`src/hw/rtl/cste_pkg.sv`:
```
// Shared types and constants for the clock set-time editor.
// No dependencies; every other file in this block imports it.
`timescale 1ns / 1ps

package cste_pkg;

   // Command codes
   localparam logic CMD_LOAD   = 1'b0;
   localparam logic CMD_BUTTON = 1'b1;

   // Button codes
   typedef enum logic [1:0] {
      BTN_BACK = 2'd0,
      BTN_UP   = 2'd1,
      BTN_DOWN = 2'd2,
      BTN_NEXT = 2'd3
   } btn_type;

   // Editing positions
   typedef logic [2:0] pos_type;
   localparam pos_type POS_HOURS   = 3'd0;
   localparam pos_type POS_MINUTES = 3'd1;
   localparam pos_type POS_SECONDS = 3'd2;
   localparam pos_type POS_WEEKDAY = 3'd3;
   localparam pos_type POS_DATE    = 3'd4;
   localparam pos_type POS_MONTH   = 3'd5;
   localparam pos_type POS_YEAR    = 3'd6;
   localparam pos_type POS_REVIEW  = 3'd7;

   // Legal range per field: low bound and one past the high bound
   localparam logic [6:0] HOURS_LO   = 7'd0;
   localparam logic [6:0] HOURS_LIM  = 7'd24;
   localparam logic [6:0] MINSEC_LO  = 7'd0;
   localparam logic [6:0] MINSEC_LIM = 7'd60;
   localparam logic [6:0] WEEKDAY_LO  = 7'd1;
   localparam logic [6:0] WEEKDAY_LIM = 7'd8;
   localparam logic [6:0] DATE_LO    = 7'd1;
   localparam logic [6:0] DATE_LIM   = 7'd32;
   localparam logic [6:0] MONTH_LO   = 7'd1;
   localparam logic [6:0] MONTH_LIM  = 7'd13;
   localparam logic [6:0] YEAR_LO    = 7'd0;
   localparam logic [6:0] YEAR_LIM   = 7'd100;

   // Seven edit registers
   typedef struct packed {
      logic [4:0] hours;
      logic [5:0] minutes;
      logic [5:0] seconds;
      logic [2:0] weekday;
      logic [4:0] date;
      logic [3:0] month;
      logic [6:0] year;
   } time_type;

   // Input item
   typedef struct packed {
      logic       cmd;
      btn_type    button;
      logic [4:0] load_hours;
      logic [5:0] load_minutes;
      logic [5:0] load_seconds;
      logic [2:0] load_weekday;
      logic [4:0] load_date;
      logic [3:0] load_month;
      logic [6:0] load_year;
   } req_type;

   // Result item
   typedef struct packed {
      pos_type    field_selected;
      logic [4:0] edit_hours;
      logic [5:0] edit_minutes;
      logic [5:0] edit_seconds;
      logic [2:0] edit_weekday;
      logic [4:0] edit_date;
      logic [3:0] edit_month;
      logic [6:0] edit_year;
      logic       commit_time;
      logic       leave_menu;
   } rsp_type;

   // Up/down step with wrap inside lo .. lim-1; caller truncates to field width.
   // Values loaded out of range: up wraps to lo, down gives value-1 above lo.
   function automatic logic [6:0] step_field(input logic [6:0] value,
                                             input logic [6:0] lo,
                                             input logic [6:0] lim,
                                             input btn_type    btn);
      logic [7:0] incr;
      logic [6:0] result;
      incr   = {1'b0, value} + 8'd1;
      result = value;
      if (btn == BTN_UP) begin
         result = (incr >= {1'b0, lim}) ? lo : incr[6:0];
      end else if (btn == BTN_DOWN) begin
         result = (value <= lo) ? (lim - 7'd1) : (value - 7'd1);
      end
      return result;
   endfunction

endpackage

```
`src/hw/rtl/cste_if.sv`:
```
// Valid/ready channel interfaces for the set-time editor requests and results.
// Depends on cste_pkg for the payload types.
`timescale 1ns / 1ps

interface cste_req_if;
   import cste_pkg::*;
   logic    valid;
   logic    ready;
   req_type data;
   modport source (output valid, output data, input ready);
   modport sink   (input valid, input data, output ready);
endinterface

interface cste_rsp_if;
   import cste_pkg::*;
   logic    valid;
   logic    ready;
   rsp_type data;
   modport source (output valid, output data, input ready);
   modport sink   (input valid, input data, output ready);
endinterface

```
`src/hw/rtl/cste_in_stage.sv`:
```
// Input register stage: captures one request per cycle and holds it under stall.
// Depends on cste_pkg and cste_req_if.
`timescale 1ns / 1ps

module cste_in_stage (
   input  logic       clock,
   input  logic       reset,
   cste_req_if.sink   in_link,
   cste_req_if.source out_link
);
   import cste_pkg::*;

   logic    valid_ff;
   logic    valid_in;
   req_type data_ff;
   logic    take;

   // Accept when empty or when the held item moves on this cycle
   assign in_link.ready = !valid_ff || out_link.ready;
   assign take          = in_link.valid && in_link.ready;
   assign valid_in      = take ? 1'b1 : (out_link.ready ? 1'b0 : valid_ff);

   always_ff @(posedge clock) begin
      if (reset) begin
         valid_ff <= 1'b0;
      end else begin
         valid_ff <= valid_in;
      end
   end

   // Payload needs no reset
   always_ff @(posedge clock) begin
      if (take) begin
         data_ff <= in_link.data;
      end
   end

   assign out_link.valid = valid_ff;
   assign out_link.data  = data_ff;

endmodule

```
`src/hw/rtl/cste_edit_core.sv`:
```
// Edit state, single-pass update logic and the result register.
// Depends on cste_pkg, cste_req_if and cste_rsp_if.
`timescale 1ns / 1ps

module cste_edit_core (
   input  logic       clock,
   input  logic       reset,
   cste_req_if.sink   in_link,
   cste_rsp_if.source out_link
);
   import cste_pkg::*;

   pos_type  pos_ff;
   pos_type  pos_in;
   time_type edit_ff;
   time_type edit_in;
   logic     rsp_valid_ff;
   logic     rsp_valid_in;
   rsp_type  rsp_data_ff;
   rsp_type  rsp_data_in;
   logic     commit;
   logic     leave;
   logic     fire;
   req_type  req;

   assign req           = in_link.data;
   assign in_link.ready = !rsp_valid_ff || out_link.ready;
   assign fire          = in_link.valid && in_link.ready;

   // Next edit state for the item at the head of the input stage
   always_comb begin
      pos_in  = pos_ff;
      edit_in = edit_ff;
      commit  = 1'b0;
      leave   = 1'b0;
      if (req.cmd == CMD_LOAD) begin
         edit_in.hours   = req.load_hours;
         edit_in.minutes = req.load_minutes;
         edit_in.seconds = req.load_seconds;
         edit_in.weekday = req.load_weekday;
         edit_in.date    = req.load_date;
         edit_in.month   = req.load_month;
         edit_in.year    = req.load_year;
         pos_in          = POS_HOURS;
      end else begin
         case (req.button)
            BTN_BACK: begin
               if (pos_ff != POS_HOURS) pos_in = pos_ff - 3'd1;
            end
            BTN_NEXT: begin
               if (pos_ff != POS_REVIEW) pos_in = pos_ff + 3'd1;
            end
            default: begin
               if (pos_ff == POS_REVIEW) begin
                  leave  = 1'b1;
                  commit = (req.button == BTN_UP);
               end else begin
                  case (pos_ff)
                     POS_HOURS: begin
                        edit_in.hours = 5'(step_field({2'b0, edit_ff.hours},
                                                      HOURS_LO, HOURS_LIM, req.button));
                     end
                     POS_MINUTES: begin
                        edit_in.minutes = 6'(step_field({1'b0, edit_ff.minutes},
                                                        MINSEC_LO, MINSEC_LIM,
                                                        req.button));
                     end
                     POS_SECONDS: begin
                        edit_in.seconds = 6'(step_field({1'b0, edit_ff.seconds},
                                                        MINSEC_LO, MINSEC_LIM,
                                                        req.button));
                     end
                     POS_WEEKDAY: begin
                        edit_in.weekday = 3'(step_field({4'b0, edit_ff.weekday},
                                                        WEEKDAY_LO, WEEKDAY_LIM,
                                                        req.button));
                     end
                     POS_DATE: begin
                        edit_in.date = 5'(step_field({2'b0, edit_ff.date},
                                                     DATE_LO, DATE_LIM, req.button));
                     end
                     POS_MONTH: begin
                        edit_in.month = 4'(step_field({3'b0, edit_ff.month},
                                                      MONTH_LO, MONTH_LIM, req.button));
                     end
                     POS_YEAR: begin
                        edit_in.year = step_field(edit_ff.year,
                                                  YEAR_LO, YEAR_LIM, req.button);
                     end
                     default: begin
                        edit_in = edit_ff;
                     end
                  endcase
               end
            end
         endcase
      end
   end

   // Result built from the post-item state
   always_comb begin
      rsp_data_in.field_selected = pos_in;
      rsp_data_in.edit_hours     = edit_in.hours;
      rsp_data_in.edit_minutes   = edit_in.minutes;
      rsp_data_in.edit_seconds   = edit_in.seconds;
      rsp_data_in.edit_weekday   = edit_in.weekday;
      rsp_data_in.edit_date      = edit_in.date;
      rsp_data_in.edit_month     = edit_in.month;
      rsp_data_in.edit_year      = edit_in.year;
      rsp_data_in.commit_time    = commit;
      rsp_data_in.leave_menu     = leave;
   end

   assign rsp_valid_in = fire ? 1'b1 : (out_link.ready ? 1'b0 : rsp_valid_ff);

   // Edit state and result valid
   always_ff @(posedge clock) begin
      if (reset) begin
         pos_ff          <= POS_HOURS;
         edit_ff.hours   <= 5'd0;
         edit_ff.minutes <= 6'd0;
         edit_ff.seconds <= 6'd0;
         edit_ff.weekday <= 3'd1;
         edit_ff.date    <= 5'd1;
         edit_ff.month   <= 4'd1;
         edit_ff.year    <= 7'd0;
         rsp_valid_ff    <= 1'b0;
      end else begin
         rsp_valid_ff <= rsp_valid_in;
         if (fire) begin
            pos_ff  <= pos_in;
            edit_ff <= edit_in;
         end
      end
   end

   // Result payload
   always_ff @(posedge clock) begin
      if (fire) begin
         rsp_data_ff <= rsp_data_in;
      end
   end

   assign out_link.valid = rsp_valid_ff;
   assign out_link.data  = rsp_data_ff;

endmodule

```
`src/hw/rtl/clock_set_time_editor_unit.sv`:
```
// Top level of the clock set-time editor: input stage followed by edit core.
// Depends on cste_pkg, cste_if, cste_in_stage and cste_edit_core.
`timescale 1ns / 1ps

// Set-time editor for a clock. Each request is either a load (copy the
// current time into the edit registers, select hours) or a button press
// (back, up, down, next). Every request produces exactly one response that
// carries the selected field, all seven edit values, and the commit/exit
// flags raised by up or down at the review position. Throughput is one
// request per cycle without backpressure. A request passes through the
// input and response registers in turn, with the field update done in the
// single combinational pass between them. Backpressure on the response
// side stalls both registers without losing or repeating a transfer.

module clock_set_time_editor_unit (
   input  logic       clock,
   input  logic       reset,
   cste_req_if.sink   req_bus,
   cste_rsp_if.source rsp_bus
);
   import cste_pkg::*;

   cste_req_if core_link ();

   cste_in_stage u_in_stage (
      .clock    (clock),
      .reset    (reset),
      .in_link  (req_bus),
      .out_link (core_link)
   );

   cste_edit_core u_edit_core (
      .clock    (clock),
      .reset    (reset),
      .in_link  (core_link),
      .out_link (rsp_bus)
   );

   // A commit is always accompanied by an exit
   a_commit_leaves: assert property (@(posedge clock) disable iff (reset)
      rsp_bus.valid && rsp_bus.data.commit_time |-> rsp_bus.data.leave_menu)
      else $error("commit without leave");

   // Exit is only raised at the review position
   a_leave_at_review: assert property (@(posedge clock) disable iff (reset)
      rsp_bus.valid && rsp_bus.data.leave_menu |->
         rsp_bus.data.field_selected == POS_REVIEW)
      else $error("leave outside review");

   // A load transfer into the core returns to hours on the next response
   a_load_to_hours: assert property (@(posedge clock) disable iff (reset)
      core_link.valid && core_link.ready && core_link.data.cmd == CMD_LOAD |=>
         rsp_bus.valid && rsp_bus.data.field_selected == POS_HOURS &&
         !rsp_bus.data.leave_menu)
      else $error("load did not select hours");

endmodule

```
`src/flat_wrapper.sv`:
```
// flat-port wrapper written by rule: the top's interface ports become plain ports
module clock_set_time_editor_unit_flat import cste_pkg::*;
  (clock, reset, req_bus_valid, req_bus_data, req_bus_ready, rsp_bus_valid, rsp_bus_data, rsp_bus_ready);
  cste_req_if req_bus_i ();
  cste_rsp_if rsp_bus_i ();
  input  logic clock;
  input  logic reset;
  input wire logic [$bits(req_bus_i.valid)-1:0] req_bus_valid;
  input wire logic [$bits(req_bus_i.data)-1:0] req_bus_data;
  output wire logic [$bits(req_bus_i.ready)-1:0] req_bus_ready;
  output wire logic [$bits(rsp_bus_i.valid)-1:0] rsp_bus_valid;
  output wire logic [$bits(rsp_bus_i.data)-1:0] rsp_bus_data;
  input wire logic [$bits(rsp_bus_i.ready)-1:0] rsp_bus_ready;
  assign req_bus_i.valid = req_bus_valid;
  assign req_bus_i.data = req_bus_data;
  assign req_bus_ready = req_bus_i.ready;
  assign rsp_bus_valid = rsp_bus_i.valid;
  assign rsp_bus_data = rsp_bus_i.data;
  assign rsp_bus_i.ready = rsp_bus_ready;
  clock_set_time_editor_unit u_core (.clock(clock), .reset(reset), .req_bus(req_bus_i), .rsp_bus(rsp_bus_i));
endmodule
```
`config.mk`:
```
export PLATFORM = sky130hd
export DESIGN_NAME = clock_set_time_editor_unit_flat
export DESIGN_NICKNAME = d
export VERILOG_FILES = /design/src/hw/rtl/cste_pkg.sv /design/src/hw/rtl/cste_if.sv /design/src/hw/rtl/cste_in_stage.sv /design/src/hw/rtl/cste_edit_core.sv /design/src/hw/rtl/clock_set_time_editor_unit.sv /design/src/flat_wrapper.sv
export SDC_FILE = /design/constraint.sdc
export NUM_CORES = 1
export LEC_CHECK = 0
export ABC_AREA = 1
export ABC_CLOCK_PERIOD_IN_PS = 2820
export BUFFER_PORTS_ARGS = -buffer_cell sky130_fd_sc_hd__buf_2
export CAP_MARGIN = 20
export CORE_UTILIZATION = 32
export DETAILED_ROUTE_END_ITERATION = 7
export PLACE_DENSITY_LB_ADDON = 0.05
export RECOVER_POWER = 50
export SLEW_MARGIN = 40
export SYNTH_ARGS = -nofsm -noshare
export SYNTH_HDL_FRONTEND = slang
export SYNTH_SLANG_ARGS = --single-unit
```
`constraint.sdc`:
```
create_clock -name clock -period 2.82 [get_ports clock]
set_clock_uncertainty 0.1 [all_clocks]
set_input_delay 0.282 -clock clock [delete_from_list [all_inputs] [get_ports clock]]
set_output_delay 0.282 -clock clock [all_outputs]
set_load 0.02 [all_outputs]
```
**Word level (Yosys, flattened, before mapping)**

Index checks and enable logic that the tools add are counted.

- Bits in registers: 121
- Word-level logic and storage cells: 133
- Input port bits: 43

- Add/subtract/negate cells: 16
- Equal/unequal tests: 11
- Mux-type cells: 47
- Reductions and logical operators: 14
- Bitwise logic cells: 2
- $lt $le $gt $ge: 14

Operators by type and width:

| kind | number |
|---|---|
| 36-bit two-way mux | 3 |
| 6-bit two-way mux | 10 |
| 5-bit two-way mux | 10 |
| 7-bit two-way mux | 5 |
| 3-bit two-way mux | 8 |
| 4-bit two-way mux | 5 |
| 6-bit by 1-bit adder with 7-bit output, second input constant | 2 |
| 7-bit by 6-bit >= comparator with 1-bit output, second input constant | 2 |
| 5-bit by 1-bit adder with 6-bit output, second input constant | 2 |
| 3-bit == test, second input constant | 4 |
| 6-bit by 1-bit less-or-equal comparator with 1-bit output, second input constant | 2 |
| 6-bit by 1-bit subtractor with 6-bit output, second input constant | 2 |
| 5-bit by 1-bit less-or-equal comparator with 1-bit output, second input constant | 2 |
| 5-bit by 1-bit subtractor with 5-bit output, second input constant | 2 |
| 7-bit by 1-bit adder with 8-bit output, second input constant | 1 |
| 8-bit by 7-bit >= comparator with 1-bit output, second input constant | 1 |
| 7-bit by 1-bit less-or-equal comparator with 1-bit output, second input constant | 1 |
| 7-bit by 1-bit subtractor with 7-bit output, second input constant | 1 |
| 3-bit by 2-bit == test with 1-bit output, second input constant | 2 |
| 6-bit by 5-bit >= comparator with 1-bit output, second input constant | 1 |
| 6-bit >= comparator, second input constant | 1 |
| 3-bit case mux with 2 select lines | 1 |
| 3-bit by 1-bit subtractor with 3-bit output, second input constant | 2 |
| 4-bit by 1-bit adder with 5-bit output, second input constant | 1 |
| other kinds (23) | 33 |

**Logic depth before layout (Yosys ltp)**

Gate-level depths: netlist (run 1).

- Depth after elaboration: 8
- Depth in mapped cells: 15

**By module**

Synthesis (run 1) repeated with hierarchy kept, for this count alone.

- Cells, all modules: 856
- Area total of the unflattened synthesis: 6865.3 um^2

Modules (own cells, without submodules):

| module | sequential area each (um^2) | area each (um^2) | cells each | times used |
|---|---|---|---|---|
| cste_edit_core | 2031.9 | 5646.7 | 811 | 1 |
| cste_in_stage | 1191.1 | 1218.7 | 45 | 1 |

**Least setup slack after synthesis (run 1)**

Ideal clock, no wire load.

- Path kind: register to register
- From: register u_core.u_edit_core.rsp_valid_ff, in the netlist u_core.u_edit_core.out_link.valid
- To: register u_core.u_edit_core.rsp_data_ff (netlist bit u_core.u_edit_core.out_link.data[0]) (enable)
- Data required time: 2.337 ns
- Stages on the path, launching flop included: 6
- Slack: 0.804 ns
- Arrival time: 1.533 ns
- Period minus slack after synthesis: 2.016 ns
- Path buffers: 2
- Cells stage by stage: dfxtp_1 > nand2_1 > nand2_1 > inv_1 > clkbuf_1 > buf_2

- Word-level cells in the longest chain between the ends: 3

Ends and longest elaborated chain:

| item | RTL line | text |
|---|---|---|
| start: declaration | cste_edit_core.sv:17 | `logic rsp_valid_ff;` |
| start signal: assignment | cste_edit_core.sv:129 | `rsp_valid_ff <= rsp_valid_in;` |
| 1-bit zero test | cste_edit_core.sv:27 | `assign in_link.ready = !rsp_valid_ff \|\| out_link.ready;` |
| 1-bit logical OR | cste_edit_core.sv:27 |  |
| 1-bit logical AND | cste_edit_core.sv:28 | `assign fire = in_link.valid && in_link.ready;` |
| via u_core.u_edit_core.fire | cste_edit_core.sv:23 | `logic fire;` |
| end signal: assignment | cste_edit_core.sv:140 | `rsp_data_ff <= rsp_data_in;` |
| end: declaration | cste_edit_core.sv:19 | `rsp_type rsp_data_ff;` |

The timed path passes the listed nets, and every way through them passes these cells.
A chain may end at the register's enable or synchronous reset.

==> metrics list, run 1 <==
- Net load switching power: 1.42 mW
- Maximum VDD drop: 0.297 mV
* Portion of the clock cycle consumed by the worst path in the final layout: 0.877
- Worst reg2reg path startpoint: u_core.u_in_stage.out_link.data[36]
- Number of flip-flops and latches in the synthesized netlist: 121
- The share of the Yosys chip area taken by registers is 0.460.
- After detailed routing, the average wire length per cell comes to 15.1 um.
- The library cell used most frequently in the layout, excluding fill and tap cells, is sky130_fd_sc_hd__nand2_1.
- H-tree depth: 4
* Crit path buf inv count: 2
* Min Clock Period, post-route: 2.47 ns
- In this run the most critical hold path is launched from req_bus_valid.
- The cell count after synthesis came out at 896.
* Number of flops mapped to enable cells by yosys: 80
- Cell with the largest stage delay on the worst path: sky130_fd_sc_hd__ha_1
- The internal power of the cells totals 3.58 mW.
- The top cell types in the final layout, fill and taps aside, are sky130_fd_sc_hd__nand2_1, sky130_fd_sc_hd__inv_1, sky130_fd_sc_hd__a21oi_1.
- The clock drives 121 sinks.
- Reg2reg setup slack: 0.35 ns
- Synthesis instantiated 43 different standard cells from the library.
- Total clock buffers created by CTS: 17
* Number of nets produced by synthesis: 966
- The clock passes through at most 2 buffers.
* Die height: 150 um
- Startpoint Class: flip-flop
- The later pin in the worst-skew pair is clocked with a latency of 0.43 ns.
- The via count of the first global-routing pass was 5885.
* Placement Setup Slack: 0.344 ns
* Number of nets in the finished design: 1084
- Final setup violating endpoints: 0
* TritonCTS clock tree: yes
* Drt total wl: 19.6 mm
* Static leakage: 3.72 nW
* Post-DP HPWL: 13.2 mm
- Global routing finished with a remaining overflow of 0.
* Peak per-stage delay on the critical path: 0.51 ns
- The flow ran to the end, and the final reports show no timing, DRC or antenna violations.
* Share of layout cells above drive strength 1: 0.119
- The path class of the tightest hold or removal check is input port to flip-flop.
- Of the total power, the share spent switching nets is 0.285.
* Number of detailed-route iterations in the first pass: 4
- In the synthesized netlist the dominant register cell turns out to be sky130_fd_sc_hd__edfxtp_1.
* Depth of the worst register-to-register path: 9
- The detailed router finished its first iteration with 330 violations.
- Setup repair after global routing left no endpoint under its margin.
* Max_cap viols: 0
- Cell family with most CP delay: simple AND/OR/NAND/NOR gates
- Type of destination of the critical path: flip-flop
* Worst slew margin relative to its limit: 0.179
- Postcts setup bufs: 0
- Number of hold-slack violations in the final timing report: 0
- The area growth from synthesis to layout is 22.9%.
* Max Clk Rate: 404 MHz
- Portion of total power attributed to sequential cells: 0.422
- The region available for standard cell placement spans 21200 um2.
- Final hold slack: 0.0306 ns
- Diodes inserted: 0
- Endpoint of the worst hold path: u_core.u_in_stage.out_link.valid
* Critical Path RT: 2.90 ns
* Count of antenna-violating nets left after detailed routing: 0
- In this run the worst path has a maximum fanout of 13.
- Clock-pin slew reported for the worst setup and hold paths after clock tree synthesis: 0.06 ns
- Routed via count divided by cell count: 4.75
* Share of total power in the clock network: 0.421
* Total DRC errors in the routed layout: 0
* Final WS setup: 0.346 ns
- Netlist area before placement: 7010 um2
* Transition time at the pin with the least slew margin: 1.23 ns
- Post_cts resized: 0
* Proportion of register bits with asynchronous set or reset after synthesis: 0
* Gr usage total: 0.184
* Most frequent CP cell: sky130_fd_sc_hd__nor2_1
* Port bufs: 85
- Pin placement for this block handled 86 I/O pins.
- The number of antenna violations at the first check in global routing came to 0.
- Power consumption: 5.00 mW
- The average instance in the mapped netlist occupies 7.82 um2.
- Maximum number of pins on one net before global-route repair: 40
- Crit path cell chain: inv_1 > ha_1 > inv_2 > nor2_1 > nand4_1 > a21oi_2 > nor2_1 > o21ai_1 > nand2_1
- The setup path with the least slack is of type flip-flop to flip-flop.
- The detailed router placed 6187 vias in this run.
- For this run, the number of Yosys warnings is 0.
- The worst hold path was traced through 3 stages.
- The floorplan step defined a die boundary enclosing 22500 um2.
* Cell chosen for the clock root: sky130_fd_sc_hd__clkbuf_16
- Total number of placement rows: 53
- Weighted congestion at the end of routability-driven global placement: 0.841
- The die is 150 um wide.
- Number of max-slew violations in the final report: 0
* Final-layout setup total negative slack: 0 ns
- Data arrives at the worst endpoint at 2.55 ns.
- At the end of the flow the core is filled with cells to 0.406.
- In this run the critical register-to-register path is captured at u_core.u_edit_core.out_link.data[36].
- For this configuration, the core starts out at a cell density of 0.330.
- Portion of total power attributed to combinational logic: 0.157
- First-pass GRT wire length: 31.5 mm
- Total power divided by cell area: 581 nW/um2
[worst min-delay path: stages]
cell                      delay [ns]
sky130_fd_sc_hd__buf_2          0.09
sky130_fd_sc_hd__nand2_1        0.07
sky130_fd_sc_hd__a21oi_1        0.06
[layout make-up]
class / count / area [um2]
Sequential cell: 121 / 3220
Multi-Input combinational cell: 629 / 3190
Clock buffer: 22 / 474
Inverter: 108 / 408
Clock inverter: 10 / 95.1
Timing Repair Buffer: 137 / 877
Tap cell: 275 / 344
Fill cell: 2235 / 12600
[synthesized netlist by cell type, types with 8 or more instances]
cell type                  count  area share
sky130_fd_sc_hd__dfxtp_1      41        0.12
sky130_fd_sc_hd__buf_2        18       0.013
sky130_fd_sc_hd__nand4_1      17       0.015
sky130_fd_sc_hd__ha_1         27       0.048
sky130_fd_sc_hd__o211ai_1      8      0.0086
sky130_fd_sc_hd__inv_2        12      0.0064
sky130_fd_sc_hd__xor2_1       14       0.017
sky130_fd_sc_hd__a21oi_1      91       0.065
sky130_fd_sc_hd__nor2_1       62       0.033
sky130_fd_sc_hd__clkbuf_1     14      0.0075
sky130_fd_sc_hd__nand2_1     233        0.12
sky130_fd_sc_hd__o21ai_1      21       0.015
sky130_fd_sc_hd__edfxtp_1     80        0.34
sky130_fd_sc_hd__o21ai_0      33       0.024
sky130_fd_sc_hd__nand3_1      76       0.054
sky130_fd_sc_hd__inv_1        94       0.050
[what timing repair did]
action / in CTS / in global routing
setup endpoints to repair: 0 / 0
hold endpoints to repair: 39 / 0
hold buffers: 39 / 0
[through the flow]
stage / instances / area (um2)
2_1_floorplan: 896 / 7010
3_3_place_gp: 1231 / 7720
3_5_place_dp: 1231 / 7720
4_1_cts: 1302 / 8680
5_1_grt: 1302 / 8610
6_report: 1302 / 8610
[power groups by stage]
| stage | combinational (mW) | sequential, mW | clock [mW] |
|---|---|---|---|
| after floorplan | 0.517 | 2.15 | 0 |
| after global placement | 0.764 | 2.15 | 0 |
| after detailed placement | 0.757 | 2.15 | 0 |
| after CTS | 0.802 | 2.11 | 2.18 |
| after global routing | 0.888 | 2.13 | 2.25 |
| final | 0.784 | 2.11 | 2.11 |
[logic make-up after synthesis]
kind of cell | synth area share
AOI/OAI and AO/OA | 0.126
adders and majority gates | 0.0482
buffers and inverters | 0.0844
xor gates and xnor gates | 0.0225
and+or+nand+nor | 0.259
DFF | 0.460
[registers in the layout (all words and copies together), names as in the netlist]
signal                             cells
u_core.u_edit_core.out_link.data      41
u_core.u_in_stage.out_link.data       39
u_core.u_edit_core.edit_ff            36
u_core.u_edit_core.pos_ff              3
u_core.u_edit_core.out_link.valid      1
u_core.u_in_stage.out_link.valid       1
[worst max-delay path by stage]
stage / startpoint / endpoint / slack [ns] / cells past startpoint
finish: u_core.u_in_stage.out_link.data[36] / u_core.u_edit_core.out_link.data[36] / 0.35 / 9
detailed placement: u_core.u_in_stage.out_link.data[36] / u_core.u_edit_core.out_link.data[36] / 0.34 / 9
floorplan: u_core.u_edit_core.out_link.valid / u_core.u_edit_core.out_link.data[0] / 0.80 / 5
global route: u_core.u_in_stage.out_link.data[36] / u_core.u_edit_core.edit_ff[34] / 0.05 / 11
global placement: u_core.u_in_stage.out_link.data[36] / u_core.u_edit_core.out_link.data[36] / 0.42 / 9
CTS: u_core.u_in_stage.out_link.data[36] / u_core.u_edit_core.out_link.data[36] / 0.33 / 9
[per-layer routing]
layer | routed length (um) | vias up | GRT usage
li1 | - | 3217 | -
met1 | 9800 | 2846 | 0.247
met2 | 9000 | 110 | 0.295
met3 | 618 | 14 | 0.0384
met4 | 186 | 0 | 0.0551
met5 | 0 | - | 0
(Power assumes the default switching activity.)
==> inputs of run 2 (changes only) <==
--- a/config.mk
+++ b/config.mk
@@ -6,7 +6,7 @@
 export NUM_CORES = 1
 export LEC_CHECK = 0
 export ABC_AREA = 1
-export ABC_CLOCK_PERIOD_IN_PS = 2820
+export ABC_CLOCK_PERIOD_IN_PS = 3050
 export BUFFER_PORTS_ARGS = -buffer_cell sky130_fd_sc_hd__buf_2
 export CAP_MARGIN = 20
 export CORE_UTILIZATION = 32
==> constraint.sdc (replaced) <==
create_clock -name clock -period 3.05 [get_ports clock]
set_clock_uncertainty 0.1 [all_clocks]
set_input_delay 0.305 -clock clock [delete_from_list [all_inputs] [get_ports clock]]
set_output_delay 0.305 -clock clock [all_outputs]
set_load 0.02 [all_outputs]
==> run 2 against run 1 <==
The flow now finishes with violations (capacitance limit, slew limit). First-iteration DRC count is 25% higher. Die area stayed put. Final cell count is 0.31% lower. Routed wire length is 0.26% higher. Sequential power is 7% lower. Critical path depth is 3 lower. Total power is 5.0% lower. Cell area is 0.13% lower. Fmax is 1.1% lower. Largest cell class unchanged.
==> metrics list, run 2 (synthesis results as in run 1) <==
- Result of the run: finished with violations (was finished clean)
- Violated checks: capacitance limit, slew limit
- Gr usage total: 0.183 (was 0.184)
* Type of destination of the critical path: flip-flop (unchanged)
- The setup TNS is 0 ns (unchanged).
- Overall die area: 22500 um2 (unchanged)
- The final-report max-slew violation count was 56 (was 0).
- The initial cell density of the core is 0.330 (unchanged).
* Number of detailed-route iterations in the first pass: 5 (was 4)
* Port bufs: 85 (unchanged)
* Clock-pin slew reported for the worst setup and hold paths after clock tree synthesis: 0.05 ns (was 0.06 ns)
- Total DRC errors in the routed layout: 0 (unchanged)
* Width of the chip: 150 um (unchanged)
- Largest register FFs: 41 (unchanged)
* Worst-Skew Late Latency: 0.41 ns (was 0.43 ns)
- Placement Setup Slack: 0.538 ns (was 0.344 ns)
- Post-DP HPWL: 13.2 mm (about the same)
* Max clock buf depth: 2 (unchanged)
* Cell with the largest stage delay on the worst path: sky130_fd_sc_hd__clkbuf_1 (was sky130_fd_sc_hd__ha_1)
* Average wire per standard cell: 15.1 um (about the same)
- IO Count: 86 (unchanged)
- Drt total wl: 19.7 mm (was 19.6 mm)
- Most common cell after layout, fill and taps aside: sky130_fd_sc_hd__nand2_1 (unchanged)
- Total clock buffers created by CTS: 17 (unchanged)
* Worst slew margin relative to its limit: -0.278 (was 0.179)
* TritonCTS clock tree: yes (unchanged)
- Proportion of total power due to net switching: 0.271 (was 0.285)
* H-tree depth: 4 (unchanged)
* First-pass GRT wire length: 31.4 mm (was 31.5 mm)
- The fraction of final layout cells sized beyond drive strength 1 is 0.111 (was 0.119).
* Violation count after the first detailed-routing iteration: 413 (was 330)
- The reported max-cap violation count came to 2 (was 0).
- Min Clock Period, post-route: 2.50 ns (was 2.47 ns)
- The number of inserted filler cells in the final layout is 2203 (was 2235).
- Portion of total power attributed to sequential cells: 0.411 (was 0.422)
- The number of clock sinks seen by CTS came to 121 (unchanged).
- The CTS root buffer is sky130_fd_sc_hd__clkbuf_16 (unchanged).
- Area taken by flip-flops and latches: 3220 um2 (unchanged)
* Critical Path RT: 3.25 ns (was 2.90 ns)
- The type of the most critical hold path is input port to flip-flop (unchanged).
- The peak fanout along the critical path is 32 (was 13).
- Diodes inserted: 0 (unchanged)
- The maximum vdd drop is 0.328 mV (was 0.297 mV).
* Final WS setup: 0.548 ns (was 0.346 ns)
- Unrepaired setup endpoints after global routing: false (unchanged)
* Transition time at the pin with the least slew margin: 1.92 ns (was 1.23 ns)
- The placement row count came to 53 (unchanged).
- The layout-stage area growth over the synthesis result is 22.8% (was 22.9%).
- The internal portion of total power is 3.47 mW (was 3.58 mW).
* Power consumption: 4.76 mW (was 5.00 mW)
- The highest achievable clock rate came to 400 MHz (was 404 MHz).
- The post-route antenna net violation count was 0 (unchanged).
- The standard cell core area is 21200 um2 (unchanged).
- The worst path buffer plus inverter count came to 2 (unchanged).
- The global route total overflow was 0 (unchanged).
- The overall via count from detail_route came to 6215 (was 6187).
- The cell repeated most along the worst path was sky130_fd_sc_hd__nand2_1 (was sky130_fd_sc_hd__nor2_1).
* Startpoint Class: flip-flop (unchanged)
- Commonest cells after routing, fill and taps aside: sky130_fd_sc_hd__nand2_1, sky130_fd_sc_hd__inv_1, sky130_fd_sc_hd__a21oi_1 (unchanged)
* Portion of total power attributed to combinational logic: 0.152 (was 0.157)
* Critical Setup Path Class: flip-flop to flip-flop (unchanged)
- Postcts setup bufs: 0 (unchanged)
* Weighted congestion at the end of routability-driven global placement: 0.843 (was 0.841)
* Peak per-stage delay on the critical path: 1.38 ns (was 0.51 ns)
* Final setup violating endpoints: 0 (unchanged)
- Area of the multi-input gates: 3190 um2 (unchanged)
- Number of antenna violations at the first check in global routing: 0 (unchanged)
- The final layout net count came to 1080 (was 1084).
* Crit path cell chain: nand2_1 > nand2_1 > clkbuf_1 > a21oi_1 > o21ai_1 > inv_1 (was inv_1 > ha_1 > inv_2 > nor2_1 > nand4_1 > a21oi_2 > nor2_1 > o21ai_1 > nand2_1)
- Number of hold-slack violations in the final timing report: 0 (unchanged)
- Routed via count divided by cell count: 4.79 (was 4.75)
- Static leakage: 3.71 nW (was 3.72 nW)
- Share of total power in the clock network: 0.437 (was 0.421)
- The via count of the first global-routing pass came to 5893 (was 5885).
- The final period utilization was 0.820 (was 0.877).
- The net load switching power is 1.29 mW (was 1.42 mW).
- The largest net degree at the start of global routing came to 48 (was 40).
* Cell family with most CP delay: buffers and inverters (was simple AND/OR/NAND/NOR gates)
* Arrival time at the worst endpoint: 2.70 ns (was 2.55 ns)
- Total power divided by cell area: 553 nW/um2 (was 581 nW/um2)
- The height of the die was 150 um (unchanged).
[run 2: changes by cell type in the layout (fill, tap and decap cells not counted), sizes merged]
| cell | before | now |
|---|---|---|
| bufinv | 1 | 3 |
| buf | 51 | 48 |
| dlygate4sd3 | 39 | 37 |
| clkinv | 9 | 7 |
| clkinvlp | 4 | 2 |
| clkbuf | 69 | 72 |
[run 2: layer usage]
metal / wire (um) / track usage / vias up
met5: 0 / 0 / -
met1: 9730 / 0.246 / 2865
met2: 9020 / 0.299 / 127
li1: - / - / 3206
met4: 246 / 0.0480 / 0
met3: 653 / 0.0363 / 17
[run 2: final timing paths]
check,to,slack [ns],cells after the start,startpoint
hold / removal,u_core.u_in_stage.out_link.valid,0.08,3,req_bus_valid
setup reg to reg,u_core.u_edit_core.edit_ff[29],0.55,6,u_core.u_edit_core.out_link.valid
hold reg to reg,u_core.u_edit_core.out_link.valid,0.41,2,u_core.u_edit_core.out_link.valid
setup / recovery,u_core.u_edit_core.edit_ff[29],0.55,6,u_core.u_edit_core.out_link.valid
[run 2: worst min-delay path: stages]
cell                      delay (ns)
sky130_fd_sc_hd__buf_2          0.09
sky130_fd_sc_hd__nand2_1        0.08
sky130_fd_sc_hd__a21oi_1        0.06
[run 2: per-stage QoR]
| stage | hold slack (ns) | util | cells | instance area, um2 |
|---|---|---|---|---|
| after CTS | 0.0289 | 0.409 | 1298 | 8670 |
| after detailed placement | 0.383 | 0.363 | 1229 | 7700 |
| final | 0.0791 | 0.405 | 1298 | 8600 |
| after global placement | 0.382 | 0.363 | 1229 | 7700 |
| after global routing | 0.0726 | 0.405 | 1298 | 8600 |
| after floorplan | 0.304 | - | 896 | 7010 |
[run 2: what timing repair did]
action | CTS | global route
setup endpoints to repair | 0 | 0
hold buffers | 37 | 0
resized for setup | 0 | 0
endpoints found under the hold margin | 37 | 0
[run 2: layout make-up]
class	instances	area share
inverter	108	0.0474
multi-input combinational	629	0.371
clock buffer	24	0.0560
tap	275	0.0400
sequential	121	0.375
clock inverter	8	0.0137
timing repair buffer	133	0.0971
[run 2: power by group through the flow]
| stage | Sequential (mW) | Clock [mW] | Combinational [mW] |
|---|---|---|---|
| floorplan | 1.99 | 0 | 0.478 |
| global placement | 1.99 | 0 | 0.706 |
| detailed placement | 1.99 | 0 | 0.698 |
| CTS | 1.95 | 2.13 | 0.740 |
| global route | 1.97 | 2.19 | 0.822 |
| finish | 1.96 | 2.08 | 0.723 |
==> inputs of run 3 (changes only) <==
--- a/config.mk
+++ b/config.mk
@@ -5,8 +5,8 @@
 export SDC_FILE = /design/constraint.sdc
 export NUM_CORES = 1
 export LEC_CHECK = 0
-export ABC_AREA = 1
-export ABC_CLOCK_PERIOD_IN_PS = 3050
+export ABC_AREA = 0
+export ABC_CLOCK_PERIOD_IN_PS = 2300
 export BUFFER_PORTS_ARGS = -buffer_cell sky130_fd_sc_hd__buf_2
 export CAP_MARGIN = 20
 export CORE_UTILIZATION = 32
==> constraint.sdc (replaced) <==
create_clock -name clock -period 2.3 [get_ports clock]
set_clock_uncertainty 0.1 [all_clocks]
set_input_delay 0.23 -clock clock [delete_from_list [all_inputs] [get_ports clock]]
set_output_delay 0.23 -clock clock [all_outputs]
set_load 0.02 [all_outputs]
==> run 3 against run 2 <==
Total power grew 35%. Sequential power grew 30%. Highest routed layer unchanged. Sequential share of layout area shrank 4.4 points. Largest cell class is now multi-input gates. Combinational power grew 35%. Cell area grew 14%. Via count grew 7.7%. Fmax grew 9.3%. Sequential cell count is the same. Final cell count shrank 3.9%. Clock power grew 39%. Global-route usage grew 2.1 points. The run now ends clean.
==> metrics list, run 3 <==
- The total of buffers placed on input and output ports came to 85 (unchanged).
* Remaining global-route overflow: 0 (unchanged)
* Max_cap viols: 0 (was 2)
* Synth area leader: sky130_fd_sc_hd__edfxtp_1 (unchanged)
* Commonest cells after routing, fill and taps aside: sky130_fd_sc_hd__buf_4, sky130_fd_sc_hd__edfxtp_1, sky130_fd_sc_hd__nor2_1 (was sky130_fd_sc_hd__nand2_1, sky130_fd_sc_hd__inv_1, sky130_fd_sc_hd__a21oi_1)
- Number of flops mapped to enable cells by yosys: 80 (unchanged)
- Result of the run: finished clean (was finished with violations)
* Most common cell after layout, fill and taps aside: sky130_fd_sc_hd__buf_4 (was sky130_fd_sc_hd__nand2_1)
- Routed via count divided by cell count: 5.36 (was 4.79)
- Startpoint Class: flip-flop (unchanged)
- Largest register FFs: 41 (unchanged)
- Most frequent cells after synthesis: sky130_fd_sc_hd__edfxtp_1, sky130_fd_sc_hd__nor2_1, sky130_fd_sc_hd__nand2_1 (was sky130_fd_sc_hd__nand2_1, sky130_fd_sc_hd__inv_1, sky130_fd_sc_hd__a21oi_1)
- Most used flip-flop cell after synthesis: sky130_fd_sc_hd__edfxtp_1 (unchanged)
- Unrepaired setup endpoints after global routing: true (was false).
- Share of total power in the clock network: 0.451 (was 0.437)
* H-tree depth: 4 (unchanged)
- Synth area leaders: sky130_fd_sc_hd__edfxtp_1, sky130_fd_sc_hd__dfxtp_1, sky130_fd_sc_hd__ha_1 (was sky130_fd_sc_hd__edfxtp_1, sky130_fd_sc_hd__nand2_1, sky130_fd_sc_hd__dfxtp_1)
- Number of flip-flops and latches in the synthesized netlist: 121 (unchanged)
- Critical Path RT: 2.38 ns (was 3.25 ns)
* Post-Syn Area per Cell: 9.25 um2 (was 7.82 um2)
* Overall die area: 22600 um2 (was 22500 um2)
- Static leakage: 3.63 nW (was 3.71 nW)
- Total power divided by cell area: 656 nW/um2 (was 553 nW/um2)
- Area taken by flip-flops and latches: 3230 um2 (was 3220 um2)
* IO Count: 86 (unchanged)
- Worst-Skew Late Latency: 0.44 ns (was 0.41 ns)
* Max clock buf depth: 2 (unchanged)
- Diodes inserted: 0 (unchanged)
- Proportion of total power due to net switching: 0.267 (was 0.271)
- The largest net degree at the start of global routing came to 48 (unchanged).
- Post-synth top area share: 0.341 (was 0.343)
* Number of nets produced by synthesis: 832 (was 966)
- The overall power is 6.41 mW (was 4.76 mW).
- Arrival time at the worst endpoint: 2.37 ns (was 2.70 ns)
- The type of element capturing the critical path is a flip-flop (unchanged).
- The weighted congestion at the end of routability-driven global placement is 0.926 (was 0.843).
* Count of antenna-violating nets left after detailed routing: 0 (unchanged)
- The measured slew at the worst slew-check pin came to 1.11 ns (was 1.92 ns).
* Min Clock Period, post-route: 2.29 ns (was 2.50 ns)
- Number of warnings reported in the yosys synthesis log: 0 (unchanged)
* Drt total wl: 22.1 mm (was 19.7 mm)
- Net load switching power: 1.71 mW (was 1.29 mW)
- Portion of the clock cycle consumed by the worst path in the final layout: 0.995 (was 0.820)
* Count of fill cells added during filler insertion: 2086 (was 2203)
- First-pass GRT wire length: 35.2 mm (was 31.4 mm)
* Standard cell core area: 21300 um2 (was 21200 um2)
- The layout-stage area growth over the synthesis result was 38.7% (was 22.8%).
- The worst setup path category is flip-flop to flip-flop (unchanged).
- The number of distinct library cells after synthesis came to 72 (was 43).
* Violation count after the first detailed-routing iteration: 346 (was 413)
- Cell chosen for the clock root: sky130_fd_sc_hd__clkbuf_16 (unchanged)
* Width of the chip: 150 um (about the same)
- Number of nets in the finished design: 1030 (was 1080)
- Average wire per standard cell: 17.7 um (was 15.1 um)
- The DRC violation count after routing was 0 (unchanged).
* Maximum fanout count along the critical path: 6 (was 32)
* Maximum VDD drop: 0.399 mV (was 0.328 mV)
- Number of hold-slack violations in the final timing report: 0 (unchanged)
- Portion of total power attributed to sequential cells: 0.396 (was 0.411)
- Total number of placement rows: 53 (unchanged)
- The number of clock sinks seen by CTS is 121 (unchanged).
* Number of instances in the synthesized netlist: 762 (was 896)
- The share of the yosys chip area belonging to registers was 0.457 (was 0.460).
- Number of detailed-route iterations in the first pass: 5 (unchanged)
- The overall via count from detail_route is 6692 (was 6215).
- Most common cell in the synthesized netlist: sky130_fd_sc_hd__edfxtp_1 (was sky130_fd_sc_hd__nand2_1)
- The internal portion of total power was 4.70 mW (was 3.47 mW).
- The setup TNS is 0 ns (unchanged).
* Area of the multi-input gates: 3750 um2 (was 3190 um2)
- The final setup violation count is 0 (unchanged).
- Total clock buffers created by CTS: 17 (unchanged)
* Reg2reg setup slack: 0.01 ns (was 0.55 ns)
* Max Clk Rate: 437 MHz (was 400 MHz)
- The portion of total power attributed to combinational logic came to 0.153 (was 0.152).
- The height of the die is 150 um (about the same).
* TritonCTS clock tree: yes (unchanged)
- Number of max-slew violations in the final report: 0 (was 56)
- The async set-reset flop share out of synthesis was 0 (unchanged).
- The HPWL after detailed placement came to 15.1 mm (was 13.2 mm).
- The number of antenna violations at the first check in global routing is 0 (unchanged).
* Via count of the first global-routing pass: 6600 (was 5893)
- Class of the tightest hold or removal check: input port to flip-flop (unchanged)
* Gr usage total: 0.205 (was 0.183)
* Netlist area before placement: 7050 um2 (was 7010 um2)
- Worst slew margin relative to its limit: 0.259 (was -0.278)
- The fraction of final layout cells sized beyond drive strength 1 is 0.248 (was 0.111).
* Clock-pin slew reported for the worst setup and hold paths after clock tree synthesis: 0.06 ns (was 0.05 ns)
- The initial cell density of the core is 0.331 (was 0.330).
## run 3: path summary, 6_finish.rpt
kind	cells after the start	to	start
max	7	u_core.u_edit_core.out_link.data[8]	u_core.u_edit_core.edit_ff[1]
min	3	u_core.u_in_stage.out_link.valid	reset
max reg2reg	7	u_core.u_edit_core.out_link.data[8]	u_core.u_edit_core.edit_ff[1]
min reg2reg	2	u_core.u_edit_core.pos_ff[1]	u_core.u_edit_core.pos_ff[1]
## run 3: critical path, cell delays in order (launching register included)
cell and delay (ns):
sky130_fd_sc_hd__dfxtp_2 0.36, sky130_fd_sc_hd__ha_4 0.15, sky130_fd_sc_hd__nand3_2 0.08, sky130_fd_sc_hd__or3_4 0.35, sky130_fd_sc_hd__a2111oi_4 0.41, sky130_fd_sc_hd__nor3_4 0.14
sky130_fd_sc_hd__a2111oi_4 0.37, sky130_fd_sc_hd__nor2_1 0.07
## run 3: final cells by class
type / instances / share of cell area
multi-input combinational: 550 / 0.383
sequential: 121 / 0.330
timing repair buffer: 234 / 0.173
clock buffer: 18 / 0.0439
tap: 275 / 0.0352
clock inverter: 14 / 0.0202
inverter: 36 / 0.0138
## run 3: layer usage
| metal | up-vias | track usage | wire, um |
|---|---|---|---|
| met3 | 27 | 0.0367 | 838 |
| met5 | - | 0 | 0 |
| li1 | 3259 | - | - |
| met1 | 3256 | 0.259 | 10200 |
| met4 | 0 | 0.0707 | 415 |
| met2 | 150 | 0.348 | 10700 |
## run 3: repair_timing
item,in CTS,in global routing
hold buffers,41,0
hold endpoints to repair,41,0
setup buffers,1,6
endpoints found under the setup margin,31,45
pin swaps,8,17
resized for setup,16,48
## run 3: cells by family (layout without fill, tap and decap cells)
| kind of cell | Yosys count | count (layout) | share of synthesized area |
|---|---|---|---|
| flops | 121 | 121 | 0.457 |
| mux | 6 | 6 | 0.0108 |
| simple gates | 254 | 254 | 0.183 |
| xor+xnor | 9 | 9 | 0.0112 |
| fa+ha+maj | 27 | 27 | 0.0479 |
| buf+inv | 91 | 302 | 0.0490 |
| compound gates | 254 | 254 | 0.241 |
## run 3: power by group through the flow
stage	Clock, mW	Sequential [mW]	Combinational, mW
after floorplan	0	2.60	0.485
after global placement	0	2.58	0.877
after detailed placement	0	2.58	0.882
after CTS	2.96	2.54	0.951
after global routing	3.04	2.55	1.08
final	2.89	2.54	0.979
## run 3: metrics by stage
step | setup WS, ns | hold WS (ns) | util | std cells | area, um2
after global placement | -0.0957 | 0.306 | 0.399 | 1168 | 8490
after CTS | -0.0646 | 0.196 | 0.450 | 1242 | 9590
after floorplan | -0.00320 | 0.229 | - | 762 | 7070
after detailed placement | -0.158 | 0.308 | 0.399 | 1168 | 8490
final | 0.0105 | 0.213 | 0.459 | 1248 | 9780
after global routing | -0.0831 | 0.224 | 0.459 | 1248 | 9780
